### src/design/bch_15_7_decoder_defines.svh
// assertion macros for the bch(15,7) decoder
`ifndef BCH_15_7_DECODER_DEFINES_SVH
`define BCH_15_7_DECODER_DEFINES_SVH

// implication checked on every edge outside reset
`define BCH_ASSERT_IMPL(lbl, ante, cons) \
  lbl: assert property (@(posedge clk) disable iff (!rst_n) (ante) |-> (cons)) \
    else $error("bch check failed");

// next-cycle implication outside reset
`define BCH_ASSERT_NEXT(lbl, ante, cons) \
  lbl: assert property (@(posedge clk) disable iff (!rst_n) (ante) |=> (cons)) \
    else $error("bch check failed");

`endif

### src/design/bch_pkg.sv
package bch_pkg;
  localparam int unsigned N = 15;
  localparam int unsigned K = 7;

  typedef logic [3:0] gf_t;
  typedef logic [N-1:0] word_t;
  typedef logic [3:0] cnt_t;

  // multiply by alpha: p(x) = x^4 + x + 1
  function automatic gf_t gf_mul_a(input gf_t a);
    gf_mul_a = {a[2:0], 1'b0} ^ (a[3] ? 4'b0011 : 4'b0000);
  endfunction

  // multiply by alpha^3
  function automatic gf_t gf_mul_a3(input gf_t a);
    gf_mul_a3 = gf_mul_a(gf_mul_a(gf_mul_a(a)));
  endfunction

  // full gf(16) multiply, 4 shift-add steps
  function automatic gf_t gf_mul(input gf_t a, input gf_t b);
    gf_t acc;
    gf_t x;
    acc = '0;
    x = a;
    for (int i = 0; i < 4; i++) begin
      if (b[i]) acc = acc ^ x;
      x = gf_mul_a(x);
    end
    gf_mul = acc;
  endfunction

  // inverse table
  function automatic gf_t gf_inv(input gf_t a);
    case (a)
      4'd1: gf_inv = 4'd1;   4'd2: gf_inv = 4'd9;   4'd3: gf_inv = 4'd14;
      4'd4: gf_inv = 4'd13;  4'd5: gf_inv = 4'd11;  4'd6: gf_inv = 4'd7;
      4'd7: gf_inv = 4'd6;   4'd8: gf_inv = 4'd15;  4'd9: gf_inv = 4'd2;
      4'd10: gf_inv = 4'd12; 4'd11: gf_inv = 4'd5;  4'd12: gf_inv = 4'd10;
      4'd13: gf_inv = 4'd4;  4'd14: gf_inv = 4'd3;  4'd15: gf_inv = 4'd8;
      default: gf_inv = 4'd0;
    endcase
  endfunction
endpackage

### src/design/bch_syn.sv
module bch_syn (
  input  logic         clk,
  input  logic         start,
  input  bch_pkg::word_t word,
  input  logic         shift_en,
  output bch_pkg::gf_t s1,
  output bch_pkg::gf_t s3
);
  import bch_pkg::*;

  word_t sh_r;
  gf_t   s1_r;
  gf_t   s3_r;

  // horner over bits msb first: s = s*a^j + r_i
  always_ff @(posedge clk) begin
    if (start) begin
      sh_r <= word;
      s1_r <= '0;
      s3_r <= '0;
    end else if (shift_en) begin
      sh_r <= {sh_r[N-2:0], 1'b0};
      s1_r <= gf_mul_a(s1_r) ^ {3'b000, sh_r[N-1]};
      s3_r <= gf_mul_a3(s3_r) ^ {3'b000, sh_r[N-1]};
    end
  end

  assign s1 = s1_r;
  assign s3 = s3_r;
endmodule

### src/design/bch_15_7_decoder.sv
// bch(15,7) t=2 hard-decision decoder, bit-serial
// sequence: syndrome shifts (ST_SYN), locator steps (ST_L1, ST_L2), c2 load then chien search
// (ST_CHIEN), output load (ST_OUT)
// one item in flight at a time
// reset: synchronous active-low rst_n clears control, outputs go invalid, input stalls
`include "bch_15_7_decoder_defines.svh"
module bch_15_7_decoder (
  input  logic                 clk,
  input  logic                 rst_n,
  input  logic                 in_valid,
  output logic                 in_stall,
  input  logic [14:0]          in_received_word,
  output logic                 out_valid,
  input  logic                 out_stall,
  output logic [14:0]          out_corrected_word,
  output logic [6:0]           out_info_bits,
  output logic [1:0]           out_corrections_made,
  output logic                 out_syndrome_nonzero
);
  import bch_pkg::*;

  typedef enum logic [2:0] {ST_IDLE, ST_SYN, ST_L1, ST_L2, ST_CHIEN, ST_OUT} state_t;

  state_t state_r;
  cnt_t   cnt_r;
  word_t  word_r;
  gf_t    c1_r, t_r, d_r;
  gf_t    x1_r, x2_r;   // c1*a^i and c2*a^2i running terms
  logic [1:0] flips_r;
  logic   nz_r;
  logic   out_valid_r;
  word_t  mask_r;       // one-hot at position (15-i) mod 15

  gf_t s1, s3;
  logic start;
  logic in_xfer, out_xfer;

  assign in_stall = !rst_n || (state_r != ST_IDLE);
  assign in_xfer  = in_valid && !in_stall;
  assign out_xfer = out_valid_r && !out_stall;
  assign start    = in_xfer;

  // syndrome shift register gets its own boundary
  bch_syn u_syn (
    .clk(clk), .start(start), .word(in_received_word),
    .shift_en(state_r == ST_SYN), .s1(s1), .s3(s3)
  );

  always_ff @(posedge clk) begin
    if (!rst_n) begin
      state_r     <= ST_IDLE;
      out_valid_r <= 1'b0;
      cnt_r       <= '0;
    end else begin
      // output drains unless a new result is loaded this cycle
      if (out_xfer && state_r != ST_OUT) out_valid_r <= 1'b0;
      case (state_r)
        ST_IDLE: begin
          if (in_xfer) begin
            word_r  <= in_received_word;
            cnt_r   <= '0;
            state_r <= ST_SYN;
          end
        end
        ST_SYN: begin
          // shifts the syndrome register once per bit of the word
          cnt_r <= cnt_r + 4'd1;
          if (cnt_r == 4'(N - 1)) state_r <= ST_L1;
        end
        ST_L1: begin
          // t = s1^2 then d = s3 + s1^3
          t_r     <= gf_mul(s1, s1);
          nz_r    <= (s1 != '0) || (s3 != '0);
          state_r <= ST_L2;
        end
        ST_L2: begin
          d_r     <= s3 ^ gf_mul(t_r, s1);
          c1_r    <= s1;
          state_r <= ST_CHIEN;
          cnt_r   <= '0;
          flips_r <= '0;
          mask_r  <= word_t'(1);
          x1_r    <= s1;
          x2_r    <= '0;  // set on first chien cycle
        end
        ST_CHIEN: begin
          // first cycle computes c2 = d/s1; later cycles test alpha^i
          cnt_r <= cnt_r + 4'd1;
          if (cnt_r == 4'(N)) state_r <= ST_OUT;
        end
        ST_OUT: begin
          if (!out_valid_r || out_xfer) begin
            out_valid_r          <= 1'b1;
            out_corrected_word   <= word_r;
            out_info_bits        <= word_r[N-1:N-K];
            out_corrections_made <= flips_r;
            out_syndrome_nonzero <= nz_r;
            state_r              <= ST_IDLE;
          end
        end
        default: state_r <= ST_IDLE;
      endcase

      // chien datapath: cnt 0 loads c2, cnt 1..15 evaluate alpha^(cnt-1)
      if (state_r == ST_CHIEN) begin
        if (cnt_r == '0) begin
          x2_r <= gf_mul(d_r, gf_inv(c1_r));
        end else begin
          if (c1_r != '0 && flips_r != 2'd2 && ((4'd1 ^ x1_r ^ x2_r) == '0)) begin
            word_r  <= word_r ^ mask_r;
            flips_r <= flips_r + 2'd1;
          end
          x1_r   <= gf_mul_a(x1_r);
          x2_r   <= gf_mul_a(gf_mul_a(x2_r));
          // position (15-i) mod 15: 0, 14, 13, ...
          mask_r <= (cnt_r == 4'd1) ? word_t'(1) << (N - 1) : mask_r >> 1;
        end
      end
    end
  end

  assign out_valid = out_valid_r;

  `BCH_ASSERT_IMPL(a_stall_busy, state_r != ST_IDLE, in_stall)
  `BCH_ASSERT_IMPL(a_flips_range, out_valid_r, out_corrections_made != 2'd3)
  `BCH_ASSERT_NEXT(a_hold, out_valid_r && out_stall, out_valid_r && $stable(out_corrected_word))
endmodule

### config.mk
export PLATFORM = sky130hd
export DESIGN_NAME = bch_15_7_decoder
export DESIGN_NICKNAME = d
export VERILOG_FILES = /design/src/design/bch_pkg.sv /design/src/design/bch_syn.sv /design/src/design/bch_15_7_decoder.sv
export VERILOG_INCLUDE_DIRS = /design/src /design/src/design
export SDC_FILE = /design/constraint.sdc
export NUM_CORES = 1
export LEC_CHECK = 0
export ABC_AREA = 1
export BUFFER_PORTS_ARGS = -buffer_cell sky130_fd_sc_hd__buf_2
export CAP_MARGIN = 30
export CORE_UTILIZATION = 50
export DETAILED_ROUTE_END_ITERATION = 8
export HOLD_SLACK_MARGIN = 0.05
export PLACE_DENSITY = 0.71
export SLEW_MARGIN = 40
export SYNTH_ARGS = -nofsm -noshare
export SYNTH_HDL_FRONTEND = slang
export SYNTH_SLANG_ARGS = --single-unit
### constraint.sdc
create_clock -name clk -period 2.1 [get_ports clk]
set_input_delay 0.525 -clock clk [delete_from_list [all_inputs] [get_ports clk]]
set_output_delay 0.525 -clock clk [all_outputs]
set_load 0.1 [all_outputs]
Word-level counts from Yosys, hierarchy flattened. Memory sizes are Yosys's and may differ from the RTL's. A register that Yosys moved wholly into a read port is not among the register bits. Cells that the tools add are included.

Bits in read-only memories: 64. Input bits: 19. Register bits: 109. Memories: 1.

$add $sub $neg: 2. Equal/unequal tests: 14. Bitwise gates (word level): 30. Muxes and demuxes: 85. Reductions and logical operators: 29.

Memories: (name not given) (depth 16, bits a word 4, read ports 1, clocked after Yosys merged registers in 1, write ports 0, RTL line bch_pkg.sv:34) `case (a)`.

Operator list (count): 2-to-1 mux 4 bit (46); 2-to-1 mux 15 bit (11); bitwise XOR 4 bit (14); bitwise XOR 4 x 2 -> 4 bit (12); 2-to-1 mux 2 bit (19); one-hot mux 3 bit (6 select lines) (1); bitwise XOR 15 bit (1); 2-to-1 mux 3 bit (4); one-hot mux 4 bit (3 select lines) (1); nonzero test 4 bit (3); inequality test 2 bit, second input constant (5); equality test 4 bit, second input constant (2); logical NOT 4 bit (2); AND reduction 2 bit (4); bitwise XOR 4 x 1 -> 4 bit (2); equality test 3 x 2 -> 1 bit, second input constant (2); equality test 3 bit, second input constant (2); nonzero test 3 bit (2); logical AND 1 bit (5); adder 4 x 1 -> 4 bit, second input constant (1); equality test 4 x 1 -> 1 bit, second input constant (1); logical NOT 1 bit (4); AND reduction 4 bit (1); nonzero test 2 bit (2); 9 further kinds (13).

Depth between registers and ports, before layout. Gate-level depths: netlist of the first run.

Word-level depth: 22. Gate-level depth with buffers: 12. Mapped depth without buffers: 12.

By module. A second synthesis of the first run with hierarchy kept.

Cells, all modules: 694. Area, all modules: 5970.7 µm².

Modules (own cells, without submodules): bch_15_7_decoder (sequential area each 2372.3 µm², cells each 579, area an instance 4948.5 µm², instances 1); bch_syn (sequential area each 610.6 µm², cells each 115, area an instance 1022.2 µm², instances 1).

Worst setup path after synthesis of the first run. No wires, ideal clock.

Path type: register to register. Start point: reg out_valid_r (netlist: out_valid). End point: reg out_corrected_word[0] (enable). Clock period less this slack: 2.123 ns. Stages on the path, launching flop included: 4. Data arrival time: 1.731 ns. Setup slack: -0.023 ns. Buffers on the path: 0. Cell sequence: dfxtp_1 > nand2_1 > nand2_1 > nor2_1.

Longest elaborated chain between the ends: 3.

RTL lines: start, declared (RTL line bch_15_7_decoder.sv:31) `logic out_valid_r;`; start signal, assigned (RTL line bch_15_7_decoder.sv:52) `out_valid_r <= 1'b0;`; start signal, assigned (RTL line bch_15_7_decoder.sv:56) `if (out_xfer && state_r != ST_OUT) out_valid_r <= 1'b0;`; start signal, assigned (RTL line bch_15_7_decoder.sv:93) `out_valid_r <= 1'b1;`; logical NOT 1 bit / logical AND 1 bit (equally long branches) (RTL line bch_15_7_decoder.sv:92, bch_15_7_decoder.sv:40); logical OR 1 bit * (RTL line bch_15_7_decoder.sv:92) `if (!out_valid_r || out_xfer) begin`; AND reduction 3 bit (no line) *; end signal, assigned (RTL line bch_15_7_decoder.sv:94) `out_corrected_word <= word_r;`; end, declared (RTL line bch_15_7_decoder.sv:15) `output logic [14:0] out_corrected_word,`.

Every way passes the cells marked *; elsewhere a longest branch is shown, timed or not. A chain may end at the register's enable or synchronous reset.

Worst setup path in the final report of the first run.
Start point: reg state_r[0]. End point: reg x1_r[3], data pin.

Longest elaborated chain between the ends: 4.

RTL lines: start, declared (RTL line bch_15_7_decoder.sv:24) `state_t state_r;`; start signal, assigned (RTL line bch_15_7_decoder.sv:51) `state_r <= ST_IDLE;`; start signal, assigned (RTL line bch_15_7_decoder.sv:62) `state_r <= ST_SYN;`; start signal, assigned (RTL line bch_15_7_decoder.sv:68) `if (cnt_r == 4'(N - 1)) state_r <= ST_L1;`; equality test 3 x 2 -> 1 bit (RTL line bch_15_7_decoder.sv:57) `case (state_r)`; 2-to-1 mux 4 bit (RTL line bch_15_7_decoder.sv:57); 2-to-1 mux 4 bit (RTL line bch_15_7_decoder.sv:106) `if (cnt_r == '0) begin`; 2-to-1 mux 4 bit * (RTL line bch_15_7_decoder.sv:105) `if (state_r == ST_CHIEN) begin`; end signal, assigned (RTL line bch_15_7_decoder.sv:113) `x1_r <= gf_mul_a(x1_r);`; end, declared (RTL line bch_15_7_decoder.sv:28) `gf_t x1_r, x2_r;`.

Marked as above.

==> results.md, run 1 <==
* Mapped Area at 5750 µm²
* Ports at 46
* Synthesized area per cell at 8.62 µm²
* Core outline area at 11000 µm²
* Layout cells sized above 1 at 13.7%
* Req. time, crit path at 2.17 ns
* Crit-path leading delay family: simple AND/OR/NAND/NOR gates
* Worst hold path class: primary input to flip-flop
* Count of input and output buffers at 45
* Post-synth top cells: nand2_1 (225), edfxtp_1 (86), inv_1 (75), nand3_1 (43), nor2_1 (33)
* Vias in the first global route at 4372
* Final worst setup slack at 0.168 ns
* Ys async rst share at 0%
* Post-detailed-route DRC marker count at 0
* Top_reg_cell synth: edfxtp_1
* Max-slew headroom at 60.4%
* Fmax at 518 MHz
* Most used cell, CP: nand2_1
* Endpoint class of the critical path: flip-flop
* Yosys top cell by area: edfxtp_1
* Outcome: finished, final reports clean
* Fin. max-slew vios at 0
* Worst-Margin Slew at 0.593 ns
* Worst VDD drop at 0.596 mV
* Syn_nets at 695
* Skew-Pair Late Insertion Delay at 0.35 ns
* Post-place instance area at 6210 µm²
* Die area at 11900 µm²
* Detailed Routing Iterations Pass 1 at 5
* Vias per cell at 5.26
* Final Wtd Congestion at 0.855
* Syn. warnings at 0
* Max-Cap Viols at 0
* Tmin final at 1.93 ns
* Slowest stage cell on the critical path: nand2_1
* CP cell instances: nand2_1 > nor2_1 > buf_4 > inv_1 > nand2_1 > o221ai_1
* Total GRT Usage at 23.1%
* Post-Synthesis Cells at 667
* CP Max Fanout at 15
* FP Rows at 38
* Kind of critical path: flip-flop to flip-flop
* Starting Density at 52.1%
* Clock root cell: clkbuf_16
* Period utilization at 92.0%
* HPWL after DPL at 8.95 mm
* Seq cells post-synth at 106
* CP Launch Type: flip-flop
* Worst-case clock buffer depth at 2
* CTS tree: done
* Ant diodes at 0
* Placed cells at 847
* Setup_tns at 0 ns
* Final WL at 12.7 mm
* Worst Clk Skew at 0.00706 ns
* Synth top area share at 44.9%
* Post-route insts no fill at 863
* # H-tree levels at 3
* RSZ-0062 raised after global routing: no
* GRT Residual Overflow at 0
* Global-route wire length before repair at 20.8 mm
* Slowest stage delay, CP at 0.47 ns
* Final Hold Viols at 0
* CTS Buf Count at 9
* Largest net degree at the start of global routing at 40
* Initial DRC Count at 313
* DR vias at 4538
* Synth cell types at 35
* Crit path arrival time at 2.00 ns
* Die width at 109 µm
* Area contributors post-synth: edfxtp_1 (45%), nand2_1 (15%), dfxtp_1 (7.0%)
* Count leader, synth: nand2_1
* Post-synth EDFFs at 86
* Pleak at 3.00 nW
* Synth-to-layout area growth at 13.1%
* Pwr per Cell Area at 1040 nW/µm²
* Sequential share of the synthesized area at 51.9%
* Post-DRT Antenna Nets at 0
* Pre-CTS WS at 0.0257 ns
* CP Buf/Inv Count at 2
* Clock sink total at 106
* Final Setup Violations at 0
* Die H at 109 µm
* Post-route design area at 6500 µm²
* Setup Buffers After CTS at 0
* Initial antenna violation count at 0
* Reg clk slew, reported paths at 0.07 ns
* Final nets at 746
* CTS Hold Bufs at 0
* Drt wl/cell at 14.7 µm
-- worst reg2reg max path: cells and delay by family (launching register included) --
kind	cells	cell delay, ns
and+or+nand+nor	3	0.69
DFF	1	0.45
AOI/OAI and AO/OA	1	0.18
buffers and inverters	2	0.34
-- state kept, by name (all words and copies together), names as in the netlist, named ones only --
name                  count
mask_r                   15
out_corrected_word       15
u_syn.sh_r               15
word_r                   15
c1_r                      4
cnt_r                     4
d_r                       4
t_r                       4
u_syn.s1                  4
u_syn.s3                  4
x1_r                      4
x2_r                      4
state_r                   3
flips_r                   2
out_corrections_made      2
nz_r                      1
out_syndrome_nonzero      1
out_valid                 1
-- where the power goes --
group | switching (W) | leakage (nW) | internal, W
Sequential | 0.000283 | 0.982 | 0.00274
Combinational | 0.00126 | 1.88 | 0.000805
Clock | 0.000760 | 0.142 | 0.000937
-- cells by family (layout without fill, tap and decap cells) --
logic type / count (synthesis) / count (layout) / share of synthesized area, %
xor gates and xnor gates: 47 / 47 / 7.16
and+or+nand+nor: 320 / 320 / 23.3
buffers and inverters: 107 / 163 / 8.25
DFF: 106 / 106 / 51.9
adders and majority gates: 9 / 9 / 1.96
AOI/OAI and AO/OA: 78 / 78 / 7.44
-- worst paths after layout --
check	to	slack, ns	cells past startpoint	from
worst max-delay path	x1_r[3]	0.17	6	state_r[0]
worst min-delay path	u_syn.sh_r[10]	0.46	3	in_received_word[10]
worst max register to register	x1_r[3]	0.17	6	state_r[0]
worst min register to register	out_syndrome_nonzero	0.48	0	nz_r
-- layout by cell type (no fill, tap or decap), types with 11 or more instances in the layout --
cell	synthesis	layout
nand2_1	225	224
edfxtp_1	86	86
inv_1	75	75
buf_2	7	44
nand3_1	43	43
nor2_1	33	32
xnor2_1	28	28
o21ai_0	25	25
a21oi_1	22	22
dfxtp_1	20	20
xor2_1	19	19
buf_4	13	17
o22ai_1	13	13
o21ai_1	11	11
-- stage by stage --
stage / total power, W / utilization [%] / hold slack (ns)
after floorplan: 0.00449 / - / 0.400
after global placement: 0.00505 / 56.3 / 0.435
after detailed placement: 0.00511 / 56.3 / 0.430
after CTS: 0.00683 / 58.9 / 0.448
after global routing: 0.00719 / 59.0 / 0.473
final: 0.00679 / 59.0 / 0.463
-- area by class of cell --
type / instances / area (µm²)
Inverter: 81 / 304
Timing Repair Buffer: 66 / 448
Tap cell: 140 / 175
Clock inverter: 5 / 62.6
Sequential cell: 106 / 2980
Multi-Input combinational cell: 454 / 2300
Clock buffer: 11 / 233
Fill cell: 933 / 4530
-- per-layer routing --
layer	track usage, %	part of all wire, %	vias up
met1	30.0	43	2086
met5	0	0	-
met4	9.43	2.4	0
met2	36.9	48	161
li1	-	-	2261
met3	5.74	6.5	30
-- timing repair --
| action | CTS | global route |
|---|---|---|
| endpoints found under the hold margin | 0 | 0 |
| resized for setup | 0 | 1 |
| setup endpoints to repair | 0 | 1 |
Note: power is estimated with default switching activity, not from simulation.
==> run 2: changes to the inputs <==
Settings changed: CELL_PAD_IN_SITES_DETAIL_PLACEMENT from default to 1, CELL_PAD_IN_SITES_GLOBAL_PLACEMENT from default to 2, CORE_UTILIZATION 50 to 33, PLACE_DENSITY 0.71 to default, PLACE_DENSITY_LB_ADDON from default to 0.1.
==> run 2 against run 1 <==
Clock skew up 0.0077 ns; highest routed layer unchanged; clock-buffer cell count down 1; maximum frequency down 0.54%; combinational power up 7%.
==> results.md, run 2 (same netlist as run 1, synthesis figures left out) <==
* Outcome: finished, final reports clean (unchanged)
* Kind of critical path: flip-flop to primary output (was flip-flop to flip-flop)
* DR vias at 4540 (was 4538)
* Global-route wire length before repair at 25.0 mm (was 20.8 mm)
* Post-DRT Antenna Nets at 0 (unchanged)
* Final Setup Violations at 0 (unchanged)
* Worst Clk Skew at 0.0147 ns (was 0.00706 ns)
* Total GRT Usage at 18.3% (was 23.1%)
* Commonest non-fill, non-tap cell in the layout: nand2_1 (unchanged)
* Initial antenna violation count at 0 (unchanged)
* Initial DRC Count at 205 (was 313)
* Max-slew headroom at 63.1% (was 60.4%)
* Worst-Margin Slew at 0.553 ns (was 0.593 ns)
* Drt wl/cell at 16.2 µm (was 14.7 µm)
* Reg clk slew, reported paths at 0.08 ns (was 0.07 ns)
* RSZ-0062 raised after global routing: no (unchanged)
* HPWL after DPL at 11.5 mm (was 8.95 mm)
* Switching share of power at 35.3% (was 34.0%)
* Period utilization at 92.5% (was 92.0%)
* Detailed Routing Iterations Pass 1 at 4 (was 5)
* Die H at 134 µm (was 109 µm)
* Max-Cap Viols at 0 (unchanged)
* CP Launch Type: flip-flop (unchanged)
* Sequential Power Share at 42.8% (was 44.6%)
* Final Wtd Congestion at 0.731 (was 0.855)
* Skew-Pair Late Insertion Delay at 0.37 ns (was 0.35 ns)
* Clk network pwr share at 25.7% (was 25.0%)
* CTS Buf Count at 9 (unchanged)
* Starting Density at 34.2% (was 52.1%)
* P_int at 0.00454 W (was 0.00448 W)
* Most frequent cells in the layout: nand2_1 (225), edfxtp_1 (86), inv_1 (75) (was nand2_1 (224), edfxtp_1 (86), inv_1 (75))
* Fmax at 515 MHz (was 518 MHz)
* Final Hold Viols at 0 (unchanged)
* Worst VDD drop at 0.446 mV (was 0.596 mV)
* Ports at 46 (unchanged)
* Crit path arrival time at 1.42 ns (was 2.00 ns)
* Vias per cell at 4.77 (was 5.26)
* Ant diodes at 0 (unchanged)
* Worst reg2reg path depth at 8 (was 6)
* Final nets at 755 (was 746)
* Worst hold path class: primary input to flip-flop (unchanged)
* Sw Pwr at 0.00248 W (was 0.00231 W)
* Tmin final at 1.94 ns (was 1.93 ns)
* Logic pwr share at 31.5% (was 30.5%)
* Layout cells sized above 1 at 14.8% (was 13.7%)
* Fin. max-slew vios at 0 (unchanged)
* Endpoint class of the critical path: primary output (was flip-flop)
* Pleak at 3.05 nW (was 3.00 nW)
* Clock sink total at 106 (unchanged)
* Overall power consumption at 0.00701 W (was 0.00679 W)
* Worst-case clock buffer depth at 2 (unchanged)
* FP Rows at 47 (was 38)
* Core outline area at 16800 µm² (was 11000 µm²)
* Hold Path Cell Cnt at 3 (unchanged)
* Post-detailed-route DRC marker count at 0 (unchanged)
* Vias in the first global route at 4765 (was 4372)
* Pwr per Cell Area at 1050 nW/µm² (was 1040 nW/µm²)
* CTS resizes at 0 (unchanged)
* Die area at 18000 µm² (was 11900 µm²)
* # H-tree levels at 3 (unchanged)
* Setup Buffers After CTS at 0 (unchanged)
* Synth-to-layout area growth at 16.3% (was 13.1%)
* Die width at 134 µm (was 109 µm)
* Count of input and output buffers at 45 (unchanged)
* Setup_tns at 0 ns (unchanged)
* Clock root cell: clkbuf_16 (unchanged)
* GRT Residual Overflow at 0 (unchanged)
* Req. time, crit path at 1.57 ns (was 2.17 ns)
* Final WL at 15.4 mm (was 12.7 mm)
* CP Max Fanout at 8 (was 15)
* CTS tree: done (unchanged)
* Filler instances at 2046 (was 933)
* Largest net degree at the start of global routing at 44 (was 40)
* CTS Hold Bufs at 0 (unchanged)
-- run 2: layout make-up --
type | count | area, µm² | share of cell area, %
Clock buffer | 10 | 229 | 3.43
Clock inverter | 6 | 82.6 | 1.24
Inverter | 81 | 304 | 4.55
Multi-Input combinational cell | 454 | 2300 | 34.3
Sequential cell | 106 | 2980 | 44.6
Tap cell | 220 | 275 | 4.12
Timing Repair Buffer | 75 | 515 | 7.71
-- run 2: critical path: stages (launching register included) --
cell and delay, ns:
dfxtp_1 0.55, nor2_1 0.12, nand2_1 0.17, buf_12 0.20
-- run 2: final timing paths --
path / start / to / slack (ns)
max: state_r[2] / in_stall / 0.16
min: in_received_word[10] / u_syn.sh_r[10] / 0.44
max reg2reg: state_r[2] / word_r[6] / 0.20
min reg2reg: nz_r / out_syndrome_nonzero / 0.45
-- run 2: through the flow --
stage	setup WS (ns)	cell area, µm²	util (%)	hold slack [ns]	std cells
global route	0.0164	6690	39.7	0.459	952
finish	0.158	6690	39.7	0.445	952
floorplan	0.0535	5750	-	0.400	667
CTS	0.171	6690	39.7	0.432	952
global placement	0.165	6370	37.9	0.451	936
detailed placement	0.0419	6370	37.9	0.420	936
-- run 2: per-layer routing --
| metal | wire, µm | vias up | GRT usage (%) |
|---|---|---|---|
| li1 | - | 2279 | - |
| met1 | 7400 | 2204 | 24.2 |
| met2 | 7450 | 43 | 30.4 |
| met3 | 353 | 14 | 3.70 |
| met4 | 210 | 0 | 4.67 |
| met5 | 0 | - | 0 |
-- run 2: power by group through the flow --
stage | sequential (W) | clock, W | combinational, W
final | 0.00300 | 0.00180 | 0.00221
after floorplan | 0.00295 | 0 | 0.00154
after CTS | 0.00301 | 0.00186 | 0.00226
after detailed placement | 0.00305 | 0 | 0.00224
after global placement | 0.00305 | 0 | 0.00216
after global routing | 0.00306 | 0.00192 | 0.00250
==> run 3: changes to the inputs <==
Settings changed: CORE_MARGIN from default to 3.
==> run 3 against run 2 <==
Total power fell by 2.8%; register-to-register slack improved by 0.02 ns; utilization fell by 0.38 points; clock-buffer cell count did not move; setup slack got worse by 0.033 ns; final area fell by 0.95%; combinational power barely moved; highest routed layer unchanged; critical path type unchanged; final cell count fell by 0.21%; flip-flop and latch count did not move.
==> results.md, run 3 (same netlist as run 1, synthesis figures left out) <==
* Total GRT Usage at 16.8% (was 18.3%)
* R2R Setup Slk at 0.22 ns (was 0.20 ns)
* Detailed Routing Iterations Pass 1 at 4 (unchanged)
* Final Wtd Congestion at 0.796 (was 0.731)
* Max-slew headroom at 64.2% (was 63.1%)
* Final WL at 15.5 mm (was 15.4 mm)
* Most frequent cells in the layout: nand2_1 (225), edfxtp_1 (86), inv_1 (75) (unchanged)
* Final Setup Violations at 0 (unchanged)
* Vias in the first global route at 4874 (was 4765)
* Slowest stage delay, CP at 0.39 ns (was 0.55 ns)
* Clock root cell: clkbuf_16 (unchanged)
* Post-route insts no fill at 950 (was 952)
* Outcome: finished, final reports clean (unchanged)
* CTS Buf Count at 9 (unchanged)
* Drt wl/cell at 16.3 µm (was 16.2 µm)
* Initial antenna violation count at 0 (unchanged)
* Sw Pwr at 0.00245 W (was 0.00248 W)
* Pwr per Cell Area at 1030 nW/µm² (was 1050 nW/µm²)
* Sequential Power Share at 44.1% (was 42.8%)
* P_int at 0.00437 W (was 0.00454 W)
* Count of input and output buffers at 45 (unchanged)
* Fin Hold WS at 0.441 ns (was 0.445 ns)
* CTS tree: done (unchanged)
* Post-detailed-route DRC marker count at 0 (unchanged)
* Max-Cap Viols at 0 (unchanged)
* Layout cells sized above 1 at 14.5% (was 14.8%)
* Worst-Margin Slew at 0.537 ns (was 0.553 ns)
* Final Hold Viols at 0 (unchanged)
* Die area at 19000 µm² (was 18000 µm²)
* Pleak at 3.02 nW (was 3.05 nW)
* FF-to-FF Start: state_r[0] (was state_r[2])
* Vias per cell at 4.82 (was 4.77)
* Fmax at 506 MHz (was 515 MHz)
* Clock sink total at 106 (unchanged)
* Period utilization at 94.1% (was 92.5%)
* Ant diodes at 0 (unchanged)
* Placed cells at 934 (was 936)
* Crit-path leading delay family: simple AND/OR/NAND/NOR gates (was flip-flops)
* CP Buf/Inv Count at 1 (unchanged)
* Endpoint class of the critical path: primary output (unchanged)
* Worst-case clock buffer depth at 2 (unchanged)
* GRT Residual Overflow at 0 (unchanged)
* Skew-Pair Late Insertion Delay at 0.36 ns (was 0.37 ns)
* Tmin final at 1.98 ns (was 1.94 ns)
* Overall power consumption at 0.00682 W (was 0.00701 W)
* CP cell instances: nor2_2 > nand2_1 > buf_12 (was nor2_1 > nand2_1 > buf_12)
* RSZ-0062 raised after global routing: no (unchanged)
* FP Rows at 47 (unchanged)
* Switching share of power at 35.9% (was 35.3%)
* Critical hold path startpoint: nz_r (was in_received_word[10])
* Ports at 46 (unchanged)
* DR vias at 4575 (was 4540)
* Initial DRC Count at 239 (was 205)
* Worst hold path class: flip-flop to flip-flop (was primary input to flip-flop)
* Crit path arrival time at 1.45 ns (was 1.42 ns)
* Kind of critical path: flip-flop to primary output (unchanged)
* Reg clk slew, reported paths at 0.08 ns (about the same)
* Largest net degree at the start of global routing at 25 (was 44)
* CTS Hold Bufs at 0 (unchanged)
* Fin. max-slew vios at 0 (unchanged)
* Core Util, Final at 39.4% (was 39.7%)
* Worst Clk Skew at 0.0166 ns (was 0.0147 ns)
* CP Max Fanout at 6 (was 8)
* Final nets at 753 (was 755)
* # H-tree levels at 3 (unchanged)
* Worst VDD drop at 0.417 mV (was 0.446 mV)
* CP Launch Type: flip-flop (unchanged)
* CP Launch Point: state_r[0] (was state_r[2])
* Core outline area at 16800 µm² (unchanged)
* Die width at 138 µm (was 134 µm)
* Synth-to-layout area growth at 15.1% (was 16.3%)
* HPWL after DPL at 11.5 mm (about the same)
* Logic pwr share at 32.1% (was 31.5%)
* Starting Density at 34.2% (unchanged)
* Commonest non-fill, non-tap cell in the layout: nand2_1 (unchanged)
* Global-route wire length before repair at 25.8 mm (was 25.0 mm)
* Clk network pwr share at 23.8% (was 25.7%)
* Post-DRT Antenna Nets at 0 (unchanged)
* Req. time, crit path at 1.57 ns (about the same)
* Die H at 138 µm (was 134 µm)
* Slowest stage cell on the critical path: dfxtp_1 (unchanged)
* Setup_tns at 0 ns (unchanged)
==> run 3: changes by cell type in the layout (fill, tap and decap cells not counted), sizes merged <==
cell	delta
buf	-2
bufinv	-1
clkinvlp	+1
clkinv	+2
inv	-2
==> run 3: metal layers <==
metal | vias to the layer above | global-route usage (%) | share of wire (%)
li1 | 2280 | - | -
met1 | 2234 | 23.3 | 50
met2 | 46 | 27.3 | 46
met3 | 15 | 2.31 | 2.3
met4 | 0 | 5.41 | 1.5
met5 | - | 0 | 0
==> run 3: worst paths after layout <==
check	end	cells past startpoint
setup / recovery	in_stall	3
hold / removal	out_syndrome_nonzero	0
setup reg to reg	flip-flop	10
hold reg to reg	out_syndrome_nonzero	0
==> run 3: repair_timing <==
action	4_1_cts	5_1_grt
setup buffers	0	0
gates resized for setup	1	1
endpoints found under the setup margin	1	1
==> run 3: power by group through the flow <==
stage | sequential [W] | combinational [W] | clock, W
CTS | 0.00301 | 0.00223 | 0.00165
detailed placement | 0.00305 | 0.00221 | 0
global route | 0.00306 | 0.00249 | 0.00174
floorplan | 0.00295 | 0.00154 | 0
global placement | 0.00305 | 0.00214 | 0
finish | 0.00301 | 0.00219 | 0.00163
==> run 3: layout make-up <==
class / instances / area [µm²]
clock buffer: 10 / 229
clock inverter: 6 / 42.5
fill: 2038 / 10200
inverter: 81 / 304
multi-input combinational: 454 / 2300
sequential: 106 / 2980
tap: 220 / 275
timing repair buffer: 73 / 488
==> run 3: through the flow <==
| step | worst slack [ns] | instance area, µm² |
|---|---|---|
| after floorplan | 0.0535 | 5750 |
| after global placement | 0.180 | 6350 |
| after detailed placement | 0.0415 | 6350 |
| after CTS | 0.0502 | 6620 |
| after global routing | 0.0229 | 6620 |
| final | 0.125 | 6620 |
